===== config.mk =====
export PLATFORM = sky130hd
export DESIGN_NAME = framed_command_parser_responder_core
export DESIGN_NICKNAME = d
export VERILOG_FILES = /design/src/sv/fcpr_pkg.sv /design/src/sv/fcpr_front.sv /design/src/sv/fcpr_queue.sv /design/src/sv/fcpr_back.sv /design/src/sv/framed_command_parser_responder_core.sv
export SDC_FILE = /design/constraint.sdc
export NUM_CORES = 1
export LEC_CHECK = 0
export BUFFER_PORTS_ARGS = -buffer_cell sky130_fd_sc_hd__buf_4
export CORE_MARGIN = 5
export CORE_UTILIZATION = 55
export DETAILED_ROUTE_END_ITERATION = 16
export PLACE_DENSITY = 0.76
export SYNTH_ARGS = -nofsm -noshare
export SYNTH_HDL_FRONTEND = slang
export SYNTH_SLANG_ARGS = --single-unit

===== constraint.sdc =====
create_clock -name clock -period 5.01 [get_ports clock]
set_clock_uncertainty 0.1 [all_clocks]
set_input_delay 1.002 -clock clock [delete_from_list [all_inputs] [get_ports clock]]
set_output_delay 1.002 -clock clock [all_outputs]
set_load 0.005 [all_outputs]

===== src/sv/fcpr_pkg.sv =====
package fcpr_pkg;

   localparam logic [7:0] CHAR_U       = 8'h55;
   localparam logic [7:0] CHAR_N       = 8'h4E;
   localparam logic [7:0] CHAR_E       = 8'h45;
   localparam logic [7:0] CHAR_R       = 8'h52;
   localparam logic [7:0] CHAR_COLON   = 8'h3A;

   localparam logic [7:0] CODE_ACK     = 8'h0D;
   localparam logic [7:0] CODE_ALIVE   = 8'hF0;
   localparam logic [7:0] CODE_CONFIG  = 8'hEE;
   localparam logic [7:0] CODE_UNKNOWN = 8'hDD;
   localparam logic [7:0] LEN_ACK      = 8'h03;
   localparam logic [7:0] LEN_UNKNOWN  = 8'h02;

   // xor of the fixed header bytes including the token
   localparam logic [7:0] HDR_CHECK = CHAR_U ^ CHAR_N ^ CHAR_E ^ CHAR_R ^ CHAR_COLON;

   localparam int QUEUE_DEPTH = 2;
   localparam int QUEUE_AW    = (QUEUE_DEPTH > 1) ? $clog2(QUEUE_DEPTH) : 1;
   localparam int QUEUE_CW    = $clog2(QUEUE_DEPTH + 1);

   localparam int RSP_IDX_W = 4;
   localparam logic [RSP_IDX_W-1:0] RSP_LAST_ACK     = RSP_IDX_W'(8);
   localparam logic [RSP_IDX_W-1:0] RSP_LAST_UNKNOWN = RSP_IDX_W'(7);

   typedef enum logic [2:0] {
      PS_START   = 3'd0,
      PS_H1      = 3'd1,
      PS_H2      = 3'd2,
      PS_H3      = 3'd3,
      PS_LEN     = 3'd4,
      PS_TOKEN   = 3'd5,
      PS_PAYLOAD = 3'd6
   } parse_state_type;

   // one checked command on its way from the parser to the responder
   typedef struct packed {
      logic       valid;
      logic [7:0] cmd;
   } cmd_beat_type;

endpackage


===== src/sv/fcpr_front.sv =====
module fcpr_front (
   input  logic                 clock,
   input  logic                 reset,
   input  logic                 accept,
   input  logic [7:0]           rx_byte,
   output fcpr_pkg::cmd_beat_type push
);
   import fcpr_pkg::*;

   parse_state_type state_ff, state_in;
   logic [7:0] bytes_left_ff, bytes_left_in;
   logic [7:0] frame_length_ff, frame_length_in;
   logic [7:0] running_check_ff, running_check_in;
   logic [7:0] command_ff, command_in;
   parse_state_type start_next;

   // a rejected byte is looked at again as a possible start byte
   assign start_next = (rx_byte == CHAR_U) ? PS_H1 : PS_START;

   always_comb begin
      state_in         = state_ff;
      bytes_left_in    = bytes_left_ff;
      frame_length_in  = frame_length_ff;
      running_check_in = running_check_ff;
      command_in       = command_ff;
      if (accept) begin
         case (state_ff)
            PS_H1: state_in = (rx_byte == CHAR_N) ? PS_H2 : start_next;
            PS_H2: state_in = (rx_byte == CHAR_E) ? PS_H3 : start_next;
            PS_H3: state_in = (rx_byte == CHAR_R) ? PS_LEN : start_next;
            PS_LEN: begin
               frame_length_in = rx_byte;
               state_in        = PS_TOKEN;
            end
            PS_TOKEN: begin
               if (rx_byte == CHAR_COLON) begin
                  running_check_in = HDR_CHECK ^ frame_length_ff;
                  bytes_left_in    = frame_length_ff;
                  state_in = (frame_length_ff == 8'd0) ? PS_START : PS_PAYLOAD;
               end else begin
                  state_in = start_next;
               end
            end
            PS_PAYLOAD: begin
               if (bytes_left_ff == frame_length_ff) command_in = rx_byte;
               if (bytes_left_ff > 8'd1) begin
                  running_check_in = running_check_ff ^ rx_byte;
                  bytes_left_in    = bytes_left_ff - 8'd1;
               end else begin
                  bytes_left_in = 8'd0;
                  state_in      = start_next;
               end
            end
            default: begin
               if (rx_byte == CHAR_U) running_check_in = 8'd0;
               state_in = start_next;
            end
         endcase
      end
   end

   always_comb begin
      push.valid = accept && (state_ff == PS_PAYLOAD) && (bytes_left_ff <= 8'd1)
                   && (running_check_ff == rx_byte);
      // with a length of one the checksum byte is also the command
      push.cmd   = (bytes_left_ff == frame_length_ff) ? rx_byte : command_ff;
   end

   always_ff @(posedge clock) begin
      if (reset) begin
         state_ff         <= PS_START;
         bytes_left_ff    <= 8'd0;
         frame_length_ff  <= 8'd0;
         running_check_ff <= 8'd0;
         command_ff       <= 8'd0;
      end else begin
         state_ff         <= state_in;
         bytes_left_ff    <= bytes_left_in;
         frame_length_ff  <= frame_length_in;
         running_check_ff <= running_check_in;
         command_ff       <= command_in;
      end
   end

endmodule


===== src/sv/fcpr_queue.sv =====
module fcpr_queue (
   input  logic                   clock,
   input  logic                   reset,
   input  fcpr_pkg::cmd_beat_type push,
   input  logic                   pop,
   output fcpr_pkg::cmd_beat_type head,
   output logic                   full
);
   import fcpr_pkg::*;

   logic [7:0]          mem_ff [QUEUE_DEPTH];
   logic [QUEUE_AW-1:0] wr_ptr_ff, wr_ptr_in;
   logic [QUEUE_AW-1:0] rd_ptr_ff, rd_ptr_in;
   logic [QUEUE_CW-1:0] count_ff, count_in;

   function automatic logic [QUEUE_AW-1:0] ptr_inc(input logic [QUEUE_AW-1:0] p);
      logic [QUEUE_AW-1:0] r;
      r = (p == QUEUE_AW'(QUEUE_DEPTH - 1)) ? '0 : p + QUEUE_AW'(1);
      return r;
   endfunction

   assign full       = (count_ff == QUEUE_CW'(QUEUE_DEPTH));
   assign head.valid = (count_ff != '0);
   assign head.cmd   = mem_ff[rd_ptr_ff];

   always_comb begin
      wr_ptr_in = push.valid ? ptr_inc(wr_ptr_ff) : wr_ptr_ff;
      rd_ptr_in = pop ? ptr_inc(rd_ptr_ff) : rd_ptr_ff;
      count_in  = count_ff;
      if (push.valid && !pop) count_in = count_ff + QUEUE_CW'(1);
      else if (!push.valid && pop) count_in = count_ff - QUEUE_CW'(1);
   end

   always_ff @(posedge clock) begin
      if (push.valid) mem_ff[wr_ptr_ff] <= push.cmd;
   end

   always_ff @(posedge clock) begin
      if (reset) begin
         wr_ptr_ff <= '0;
         rd_ptr_ff <= '0;
         count_ff  <= '0;
      end else begin
         wr_ptr_ff <= wr_ptr_in;
         rd_ptr_ff <= rd_ptr_in;
         count_ff  <= count_in;
      end
   end

   a_no_push_when_full: assert property (@(posedge clock) disable iff (reset)
      push.valid |-> !full) else $error("command pushed into a full queue");

   a_no_pop_when_empty: assert property (@(posedge clock) disable iff (reset)
      pop |-> head.valid) else $error("command popped from an empty queue");

   a_count_bound: assert property (@(posedge clock) disable iff (reset)
      count_ff <= QUEUE_CW'(QUEUE_DEPTH)) else $error("queue count out of range");

endmodule


===== src/sv/fcpr_back.sv =====
module fcpr_back (
   input  logic                   clock,
   input  logic                   reset,
   input  fcpr_pkg::cmd_beat_type head,
   output logic                   pop,
   output logic                   rsp_valid,
   input  logic                   rsp_stall,
   output logic [7:0]             rsp_tx_byte,
   output logic                   rsp_last_byte
);
   import fcpr_pkg::*;

   logic [RSP_IDX_W-1:0] idx_ff, idx_in;
   logic                 valid_ff, valid_in;
   logic [7:0]           byte_ff;
   logic                 last_ff;
   logic                 is_ack;
   logic [7:0]           chk;
   logic [7:0]           cur_byte;
   logic                 cur_last;
   logic                 load;

   assign is_ack   = head.cmd inside {CODE_ALIVE, CODE_CONFIG};
   assign chk      = is_ack ? (HDR_CHECK ^ LEN_ACK ^ head.cmd ^ CODE_ACK)
                            : (HDR_CHECK ^ LEN_UNKNOWN ^ CODE_UNKNOWN);
   assign cur_last = (idx_ff == (is_ack ? RSP_LAST_ACK : RSP_LAST_UNKNOWN));

   always_comb begin
      case (idx_ff)
         4'd0:    cur_byte = CHAR_U;
         4'd1:    cur_byte = CHAR_N;
         4'd2:    cur_byte = CHAR_E;
         4'd3:    cur_byte = CHAR_R;
         4'd4:    cur_byte = is_ack ? LEN_ACK : LEN_UNKNOWN;
         4'd5:    cur_byte = CHAR_COLON;
         4'd6:    cur_byte = is_ack ? head.cmd : CODE_UNKNOWN;
         4'd7:    cur_byte = is_ack ? CODE_ACK : chk;
         default: cur_byte = chk;
      endcase
   end

   // the output register takes a new beat when empty or being drained
   assign load     = head.valid && (!valid_ff || !rsp_stall);
   assign pop      = load && cur_last;
   assign idx_in   = load ? (cur_last ? '0 : idx_ff + RSP_IDX_W'(1)) : idx_ff;
   assign valid_in = load || (valid_ff && rsp_stall);

   always_ff @(posedge clock) begin
      if (reset) begin
         idx_ff   <= '0;
         valid_ff <= 1'b0;
      end else begin
         idx_ff   <= idx_in;
         valid_ff <= valid_in;
      end
   end

   always_ff @(posedge clock) begin
      if (load) begin
         byte_ff <= cur_byte;
         last_ff <= cur_last;
      end
   end

   assign rsp_valid     = valid_ff;
   assign rsp_tx_byte   = byte_ff;
   assign rsp_last_byte = last_ff;

   a_idx_bound: assert property (@(posedge clock) disable iff (reset)
      idx_ff <= RSP_LAST_ACK) else $error("response index out of range");

   a_idx_restart: assert property (@(posedge clock) disable iff (reset)
      pop |=> idx_ff == '0) else $error("response index not restarted after last beat");

   a_hold_on_stall: assert property (@(posedge clock) disable iff (reset)
      (valid_ff && rsp_stall) |=> valid_ff) else $error("stalled response beat dropped");

endmodule


===== src/sv/framed_command_parser_responder_core.sv =====
// Parses a received byte stream for framed commands (four header bytes, a length, a
// token, payload and an xor checksum) and answers every frame that checks out with a
// response frame of eight or nine bytes. The parser takes one byte per clock while req_stall
// is low; req_stall rises only while two checked commands are already waiting to be
// answered. Responses leave one beat per clock from a registered output while rsp_stall
// is low. Frames shorter than the response can therefore back up the command queue when
// they arrive with no gaps.
module framed_command_parser_responder_core (
   input  logic       clock,
   input  logic       reset,
   input  logic       req_valid,
   output logic       req_stall,
   input  logic [7:0] req_rx_byte,
   output logic       rsp_valid,
   input  logic       rsp_stall,
   output logic [7:0] rsp_tx_byte,
   output logic       rsp_last_byte
);
   import fcpr_pkg::*;

   cmd_beat_type push;
   cmd_beat_type head;
   logic         pop;
   logic         full;
   logic         accept;

   assign req_stall = full;
   assign accept    = req_valid && !full;

   fcpr_front u_front (
      .clock   (clock),
      .reset   (reset),
      .accept  (accept),
      .rx_byte (req_rx_byte),
      .push    (push)
   );

   fcpr_queue u_queue (
      .clock (clock),
      .reset (reset),
      .push  (push),
      .pop   (pop),
      .head  (head),
      .full  (full)
   );

   fcpr_back u_back (
      .clock         (clock),
      .reset         (reset),
      .head          (head),
      .pop           (pop),
      .rsp_valid     (rsp_valid),
      .rsp_stall     (rsp_stall),
      .rsp_tx_byte   (rsp_tx_byte),
      .rsp_last_byte (rsp_last_byte)
   );

endmodule


==> impl_metrics.yaml, run 1 <==
run_status:
  status: "complete, no violations"
clocking:
  cts_buffers: 9
  post_cts_buffers: 0
  path_clk_slew_ns: 0.07
  clockBufferDepth: 2
  htreeDepth: 3
  cts_hold_buf: 0
  clock_latency_ns: 0.36
  cts_tree: "built"
  cts-root-buf: "clkbuf_8"
  clock_sinks: 70
  cts.repair.resized: 0
routing:
  num_vias: 3398
  via_per_inst: 6.20
  firstDrtPassIters: 5
  drt_wl_total_microns: 9240
  drt_iter0_drc: 224
  drc: 0
  wl_per_cell_microns: 16.9
  ant_nets: 0
pwr:
  power.density_nw_per_um2: 258
  total_power_w: 0.00112
  vdd_ir_drop_max_uv: 169
  leakage_nw: 1.44
worst_setup_path:
  cp_max_fo: 8
  arrival_ns: 2.95
  crit_buf_inv: 0
  path_class: "reg2reg"
  critPathSlowestCell: "or4_1"
  startpoint_type: "flip-flop"
  critical_path.cell_chain: "or4_1 > or4_4 > nor4_4 > nor2b_1"
  crit_path_end_kind: "flip-flop"
  cpPeakStageDelay_ns: 0.70
  critPathTopFamily: "simple AND/OR/NAND/NOR gates"
  cp_data_required_time_ns: 4.90
logic_synthesis:
  netlist_instances: 441
  async_flop_share: 0
  yosysWarnings: 0
  synth.yosys.seq_area_share: 0.416
  syn-num-nets: 460
  ys_types: 63
  syn_area_per_cell_sq_um: 9.00
  ys.flop_type: "dfxtp_1"
  synth-edff-count: 25
  synth_seq_cells: 70
  synthesis.area_sq_um: 3970
timing:
  setup_viol: 0
  worstMarginPinSlew_ns: 1.03
  fin_tns_setup_ns: 0
  fmax_mhz: 327
  worst_slack_ns: 1.95
  drv_slew: 0
  hold_viol: 0
  relSlewSlack: 0.309
  period_share: 0.611
  rsz0062_at_grt: "false"
  layout_min_cycle_time_ns: 3.06
cells_and_area:
  layout_common_cells: "45 x nand2_1, 45 x dfxtp_1, 39 x nor2_1"
  nNetsFinal: 463
  final_cell_count_no_fill: 548
  diodes: 0
  final_core_util: 0.608
  drive_above_1_share: 0.122
  area_delta_synth_final_pct: 9.36
  fillers: 658
floorplanning:
  dieHeight_microns: 95.0
  dieArea_sq_um: 9020
  dieWidth_microns: 95.0
  core_sq_um: 7140
  start_util: 0.556
  ios: 23
  rows: 31
placement:
  dp.cells: 532
  place_ws_ns: 1.95
  port_buffers: 22
  gp_congestion: 0.908
  dp_hpwl_microns: 6280
global_routing:
  grt_pass1_wl_microns: 15300
  first_global_vias: 3146
  globalRouteTotalUtil: 0.220
  gr-total-overflow: 0
  grt_start_max_net_pins: 47
  antenna_found_initial: 0
worst_hold_path:
  hold_class: "reg2reg"
flow_run:
  cap_violations: 0
==> cell usage after synthesis, drive strengths merged, types with 2 or more instances <==
| master | n | area [sq um] |
|---|---|---|
| inv | 17 | 63.8 |
| o211ai | 2 | 15.0 |
| and3 | 2 | 12.5 |
| o21ai | 14 | 70.1 |
| nand2b | 5 | 31.3 |
| nand2 | 45 | 169 |
| nor2 | 39 | 146 |
| nand4 | 8 | 50.1 |
| nand3 | 17 | 85.1 |
| a21o | 3 | 22.5 |
| mux2i | 10 | 100 |
| nor4b | 2 | 17.5 |
| or4 | 3 | 26.3 |
| nor3 | 11 | 60.1 |
| ha | 7 | 87.6 |
| a211oi | 15 | 113 |
| nor2b | 3 | 18.8 |
| o22ai | 3 | 18.8 |
| a32oi | 4 | 35.0 |
| nand3b | 2 | 15.0 |
| a21oi | 26 | 130 |
| edfxtp | 25 | 751 |
| and3b | 2 | 17.5 |
| xor2 | 4 | 35.0 |
| mux2 | 8 | 90.1 |
| nor3b | 2 | 15.0 |
| nor4 | 6 | 52.6 |
| clkbuf | 27 | 101 |
| dfxtp | 45 | 901 |
| o31ai | 3 | 22.5 |
| o32ai | 9 | 78.8 |
| and2 | 3 | 18.8 |
| nand4b | 4 | 35.0 |
| o2111ai | 2 | 17.5 |
| a31oi | 4 | 25.0 |
| nor4bb | 4 | 40.0 |
| o311ai | 6 | 52.6 |
| or3 | 2 | 12.5 |
| or2 | 2 | 12.5 |
| xnor2 | 18 | 158 |
| a22o | 2 | 17.5 |
| o32a | 4 | 40.0 |
| buf | 5 | 21.3 |
| a2bb2oi | 2 | 17.5 |
==> worst paths after layout <==
path                                             startpoint  slack, ns  depth (start not counted)                           to
worst max-delay path               u_front.bytes_left_ff[2]       1.95                          4         u_queue.mem_ff[0][2]
worst min-delay path            u_front.running_check_ff[2]       0.39                          2  u_front.running_check_ff[2]
worst max register to register     u_front.bytes_left_ff[2]       1.95                          4         u_queue.mem_ff[0][2]
worst min register to register  u_front.running_check_ff[2]       0.39                          2  u_front.running_check_ff[2]
==> logic make-up after synthesis <==
family                   after synthesis  synth area share
multiplexers                          18            0.0479
buffers and inverters                 49            0.0470
adder cells (fa/ha/maj)                7            0.0221
XOR/XNOR                              22            0.0485
flip-flops                            70             0.416
AND/OR/NAND/NOR                      164             0.216
AO/OA/AOI/OAI                        111             0.203
==> registers in the layout, indices dropped and copies added (netlist names), 3 cells and up, named ones only <==
register                  flops
u_front.frame_length_ff       8
u_front.state_ff              3
u_back.rsp_tx_byte            8
u_front.command_ff            8
u_front.running_check_ff      8
u_front.bytes_left_ff         8
u_back.idx_ff                 4
u_queue.mem_ff               16
==> through the flow <==
step                      area, sq um  hold slack, ns
final                            4340           0.394
after global routing             4340           0.416
after CTS                        4340           0.394
after detailed placement         4150           0.381
after global placement           4150           0.369
after floorplan                  3970           0.356
==> metal layers <==
metal,global-route usage,vias to the layer above,part of all wire
met4,0.109,0,0.026
met5,0,-,0
met2,0.369,154,0.48
met3,0.0422,21,0.077
li1,-,1656,-
met1,0.269,1567,0.41
==> tightest hold or removal path, cell delays in order, from the launching register on <==
cell and delay [ns]:
dfxtp_1 0.33, nand2_1 0.06, o32ai_1 0.05
==> final cells by class <==
cell class | instances | area (sq um) | share of cell area
Multi-Input combinational cell | 322 | 2130 | 0.491
Sequential cell | 70 | 1650 | 0.380
Timing Repair Buffer | 24 | 180 | 0.0415
Clock buffer | 10 | 128 | 0.0294
Tap cell | 99 | 124 | 0.0285
Inverter | 17 | 63.8 | 0.0147
Clock inverter | 6 | 62.6 | 0.0144
==> power breakdown <==
group / leakage, nW / switching [W] / internal (W)
Combinational: 0.768 / 0.0000471 / 0.0000307
Clock: 0.0883 / 0.000217 / 0.000228
Sequential: 0.584 / 0.00000641 / 0.000592
Note: power is estimated with default switching activity, not from simulation.
==> run 2: changes to the inputs <==
--- a/config.mk
+++ b/config.mk
@@ -5,6 +5,7 @@
 export SDC_FILE = /design/constraint.sdc
 export NUM_CORES = 1
 export LEC_CHECK = 0
+export ABC_AREA = 1
 export BUFFER_PORTS_ARGS = -buffer_cell sky130_fd_sc_hd__buf_4
 export CORE_MARGIN = 5
 export CORE_UTILIZATION = 55
==> constraint.sdc (replaced) <==
create_clock -name clock -period 2.97 [get_ports clock]
set_clock_uncertainty 0.1 [all_clocks]
set_input_delay 0.594 -clock clock [delete_from_list [all_inputs] [get_ports clock]]
set_output_delay 0.594 -clock clock [all_outputs]
set_load 0.005 [all_outputs]
==> impl_metrics.yaml, run 2 <==
pwr:
  leakage_nw: 1.98
  power.density_nw_per_um2: 431
  vdd_ir_drop_max_uv: 256
placement:
  port_buffers: 22
  gp_congestion: 0.875
  dp_hpwl_microns: 6540
clocking:
  clock_sinks: 70
  cts_hold_buf: 0
  htreeDepth: 3
  cts_buffers: 9
  clockBufferDepth: 2
  cts.repair.resized: 0
  cts_tree: "built"
  clock_latency_ns: 0.35
  cts-root-buf: "clkbuf_8"
  path_clk_slew_ns: 0.08
  post_cts_buffers: 0
floorplanning:
  ios: 23
  core_sq_um: 7180
  dieHeight_microns: 95.2
  start_util: 0.556
  dieArea_sq_um: 9060
  rows: 31
  dieWidth_microns: 95.2
cells_and_area:
  diodes: 0
  area_delta_synth_final_pct: 11.4
  largest_reg_flops: 16
  layout_common_cells: "115 x nand2_1, 76 x inv_1, 62 x nor2_1"
  top_register: "u_queue.mem_ff"
  nNetsFinal: 584
  final_common_cell: "nand2_1"
  drive_above_1_share: 0.153
timing:
  relSlewSlack: 0.437
  hold_viol: 0
  hold_ws_ns: 0.398
  drv_slew: 0
  layout_min_cycle_time_ns: 2.61
  setup_viol: 0
  fmax_mhz: 383
  rsz0062_at_grt: "false"
  period_share: 0.880
  fin_tns_setup_ns: 0
  worstMarginPinSlew_ns: 0.843
routing:
  drt_iter0_drc: 247
  ant_nets: 0
  via_per_inst: 5.29
  firstDrtPassIters: 5
  drt_wl_total_microns: 8780
  num_vias: 3542
  wl_per_cell_microns: 13.1
  drc: 0
logic_synthesis:
  netlist.top_cell.by_area: "dfxtp_1"
  synth_simple_gate_area_frac: 0.287
  synth_compound_area_frac: 0.138
  syn-num-nets: 560
  synth-edff-count: 25
  yosys.area.top_type_share: 0.226
  syn_area_per_cell_sq_um: 7.37
  synth_common_cells: "115 x nand2_1, 76 x inv_1, 62 x nor2_1"
  yosysMostFrequentCell: "nand2_1"
  async_flop_share: 0
  synth_top_family_by_area: "simple AND/OR/NAND/NOR gates"
  netlist_instances: 541
  synth_seq_cells: 70
  synth_area_leaders: "dfxtp_1 23%, edfxtp_1 19%, nand2_1 11%"
  ys_types: 38
  ys.flop_type: "dfxtp_1"
  synth.yosys.seq_area_share: 0.414
  synthesis.area_sq_um: 3990
  synthAdderAreaFrac: 0.0220
  yosysWarnings: 0
  synthXorXnorAreaFrac: 0.0395
  synthMuxAreaShare: 0
global_routing:
  antenna_found_initial: 0
  globalRouteTotalUtil: 0.211
  grt_pass1_wl_microns: 15100
  first_global_vias: 3431
  gr-total-overflow: 0
  grt_start_max_net_pins: 30
worst_setup_path:
  cp_data_required_time_ns: 2.85
  crit_path_end_kind: "flip-flop"
  path_class: "reg2reg"
  arrival_ns: 2.49
  r2r_slack_ns: 0.36
  cp_max_fo: 17
  startpoint_type: "flip-flop"
run_status:
  status: "complete, no violations"
worst_hold_path:
  hold_class: "reg2reg"
flow_run:
  cap_violations: 0
[run 2: cells by family (layout without fill, tap and decap cells)]
kind of cell | after synthesis | count (layout)
AND/OR/NAND/NOR | 252 | 252
buffers and inverters | 98 | 127
AO/OA/AOI/OAI | 96 | 96
flip-flops | 70 | 70
XOR/XNOR | 18 | 18
adder cells (fa/ha/maj) | 7 | 7
[run 2: power by group]
part	internal [W]	switching, W	total [W]
logic	0.0000241	0.0000474	0.0000715
clock network	0.000475	0.000378	0.000854
registers	0.000988	0.000000209	0.000988
[run 2: critical path: stages (launching register included)]
cell and delay, ns:
dfxtp_1 0.44, nand3_2 0.26, inv_2 0.28, nand2_2 0.24, nor2_1 0.16, nand3b_1 0.19
nor2_1 0.58
[run 2: per-stage QoR]
step / total power (W) / utilization / cells / worst slack, ns / area, sq um
6_report: 0.00191 / 0.619 / 669 / 0.357 / 4440
5_1_grt: 0.00199 / 0.619 / 669 / 0.0860 / 4440
4_1_cts: 0.00192 / 0.619 / 669 / 0.373 / 4440
3_5_place_dp: 0.00108 / 0.588 / 653 / 0.369 / 4220
3_3_place_gp: 0.00108 / 0.588 / 653 / 0.485 / 4220
2_1_floorplan: 0.00105 / - / 541 / 0.820 / 3990
[run 2: area by class of cell]
type / count / area (sq um)
Clock buffer: 9 / 124
Clock inverter: 7 / 96.3
Fill cell: 624 / 2730
Inverter: 87 / 327
Multi-Input combinational cell: 373 / 1940
Sequential cell: 70 / 1650
Tap cell: 99 / 124
Timing Repair Buffer: 24 / 180
[run 2: layer usage]
metal  global-route usage  vias to the layer above  wire length, microns
li1                     -                     1787                     -
met1                0.266                     1626                  4000
met2                0.343                      103                  4090
met3               0.0505                       26                   468
met4               0.0950                        0                   222
met5                    0                        -                     0
[run 2: worst paths after layout]
path                               start                     endpoint  cells past startpoint
max                  u_front.state_ff[2]         u_queue.mem_ff[1][1]                      6
min          u_front.running_check_ff[3]  u_front.running_check_ff[3]                      2
max reg2reg          u_front.state_ff[2]         u_queue.mem_ff[1][1]                      6
min reg2reg  u_front.running_check_ff[3]  u_front.running_check_ff[3]                      2
==> run 3: changes to the inputs <==
--- a/config.mk
+++ b/config.mk
@@ -9,8 +9,10 @@
 export BUFFER_PORTS_ARGS = -buffer_cell sky130_fd_sc_hd__buf_4
 export CORE_MARGIN = 5
 export CORE_UTILIZATION = 55
+export CTS_CLUSTER_DIAMETER = 40
 export DETAILED_ROUTE_END_ITERATION = 16
-export PLACE_DENSITY = 0.76
+export PLACE_DENSITY = 0.79
+export REMOVE_ABC_BUFFERS = 1
 export SYNTH_ARGS = -nofsm -noshare
 export SYNTH_HDL_FRONTEND = slang
 export SYNTH_SLANG_ARGS = --single-unit
==> constraint.sdc (replaced) <==
create_clock -name clock -period 2.15 [get_ports clock]
set_clock_uncertainty 0.1 [all_clocks]
set_input_delay 0.43 -clock clock [delete_from_list [all_inputs] [get_ports clock]]
set_output_delay 0.43 -clock clock [all_outputs]
set_load 0.005 [all_outputs]
==> impl_metrics.yaml, run 3 (synthesis gave the netlist of run 2 again) <==
global_routing:
  grt_start_max_net_pins: 25
  gr-total-overflow: 0
  first_global_vias: 3507
  antenna_found_initial: 0
  globalRouteTotalUtil: 0.212
  grt_pass1_wl_microns: 15200
cells_and_area:
  final_cell_count_no_fill: 688
  drive_above_1_share: 0.194
  final_common_cell: "nand2_1"
  nNetsFinal: 603
  top_register: "u_queue.mem_ff"
  area_delta_synth_final_pct: 16.0
  layout_common_cells: "115 x nand2_1, 73 x inv_1, 62 x nor2_1"
  diodes: 0
  largest_reg_flops: 16
pwr:
  seq_power_share: 0.523
  power.density_nw_per_um2: 563
  clock_power_share: 0.438
  leakage_nw: 2.07
  power.switching_w: 0.000557
  vdd_ir_drop_max_uv: 355
  p_int_w: 0.00205
  swShare: 0.214
  p_comb_frac: 0.039
routing:
  via_per_inst: 5.25
  drc: 0
  wl_per_cell_microns: 13.2
  ant_nets: 0
  firstDrtPassIters: 5
  num_vias: 3609
  drt_iter0_drc: 223
  drt_wl_total_microns: 9070
timing:
  worstMarginPinSlew_ns: 0.518
  relSlewSlack: 0.655
  period_share: 0.938
  layout_min_cycle_time_ns: 2.02
  rsz0062_at_grt: "true"
  hold_viol: 0
  fmax_mhz: 496
  worst_slack_ns: 0.133
  drv_slew: 0
  setup_viol: 0
floorplanning:
  core_sq_um: 7180
  dieWidth_microns: 95.2
  rows: 31
  ios: 23
  dieArea_sq_um: 9060
  dieHeight_microns: 95.2
  start_util: 0.556
placement:
  port_buffers: 22
  gp_congestion: 0.956
  dp_hpwl_microns: 6680
  dp.cells: 670
  place_ws_ns: -0.00119
run_status:
  status: "complete, no violations"
worst_hold_path:
  holdPathEnd: "u_front.state_ff[0]"
  worstHoldStart: "reset"
  min_path_cells: 2
  hold_class: "in2reg"
worst_setup_path:
  cp_max_fo: 6
  path_class: "reg2reg"
  reg2reg_depth: 15
  cp_data_required_time_ns: 2.27
  startpoint_type: "flip-flop"
  arrival_ns: 2.14
  crit_path_end_kind: "flip-flop"
  worstReg2RegEnd: "u_queue.count_ff[1]"
  r2r_slack_ns: 0.13
clocking:
  cts_tree: "built"
  clock_latency_ns: 0.34
  path_clk_slew_ns: 0.08
  cts_buffers: 9
  cts_hold_buf: 0
  htreeDepth: 3
  clock_sinks: 70
  cts-root-buf: "clkbuf_8"
  clockBufferDepth: 2
flow_run:
  cap_violations: 0
[run 3: changes by cell type in the layout (fill, tap and decap cells not counted), sizes merged]
cell | previous run | this run
clkinvlp | 0 | 1
clkbuf | 9 | 11
buf | 24 | 43
clkinv | 5 | 3
inv | 87 | 86
[run 3: stage by stage]
| stage | hold WS, ns | power [W] | util | TNS [ns] | instance area, sq um |
|---|---|---|---|---|---|
| 2_1_floorplan | 0.365 | 0.00145 | - | -0.0298 | 3920 |
| 3_3_place_gp | 0.379 | 0.00149 | 0.606 | 0 | 4350 |
| 3_5_place_dp | 0.393 | 0.00150 | 0.606 | -0.00119 | 4350 |
| 4_1_cts | 0.276 | 0.00262 | 0.636 | 0 | 4560 |
| 5_1_grt | 0.288 | 0.00270 | 0.645 | -0.0409 | 4630 |
| 6_report | 0.292 | 0.00261 | 0.645 | 0 | 4630 |
[run 3: layout make-up]
cell class,count,area (sq um)
tap,99,124
inverter,87,334
sequential,70,1660
clock buffer,11,131
multi-input combinational,373,1970
timing repair buffer,43,327
clock inverter,5,76.3
fill,623,2550
[run 3: power by group through the flow]
stage	combinational, W	sequential, W	clock (W)
2_1_floorplan	0.0000516	0.00140	0
3_5_place_dp	0.0000990	0.00140	0
5_1_grt	0.000110	0.00136	0.00123
3_3_place_gp	0.0000972	0.00140	0
6_report	0.000101	0.00136	0.00114
4_1_cts	0.0000995	0.00137	0.00115
[run 3: worst max-delay path by stage]
stage	start	to	cells after the start
5_1_grt	flip-flop	u_queue.count_ff[1]	15
3_5_place_dp	u_front.bytes_left_ff[0]	u_queue.count_ff[1]	13
6_report	flip-flop	u_queue.count_ff[1]	15
3_3_place_gp	flip-flop	u_queue.count_ff[1]	15
2_1_floorplan	flip-flop	u_queue.count_ff[1]	14
4_1_cts	flip-flop	u_queue.count_ff[1]	15
[run 3: worst max-delay path, stage by stage (launching register included)]
cell and delay (ns):
dfxtp_4 0.37, buf_6 0.11, nand2_1 0.05, nand2_1 0.08, nand2_1 0.06, nor2_2 0.15, nand2_2 0.11, nand2_4 0.07
nand2_2 0.06, nand2_4 0.07, nand2_2 0.07, ha_4 0.23, a21oi_2 0.11, o21ai_2 0.07, o21ai_1 0.13, a21oi_1 0.05
[run 3: timing repair]
action	4_1_cts	5_1_grt
setup endpoints to repair	1	11
hold endpoints to repair	0	0
resized for setup	2	18
pin swaps	0	5
buffers inserted	0	2
gates cloned	0	0
[run 3: metal layers]
metal	share of wire	GRT usage	vias up
li1	-	-	1828
met1	0.42	0.250	1635
met2	0.51	0.370	128
met3	0.053	0.0442	18
met4	0.017	0.0925	0
met5	0	0	-
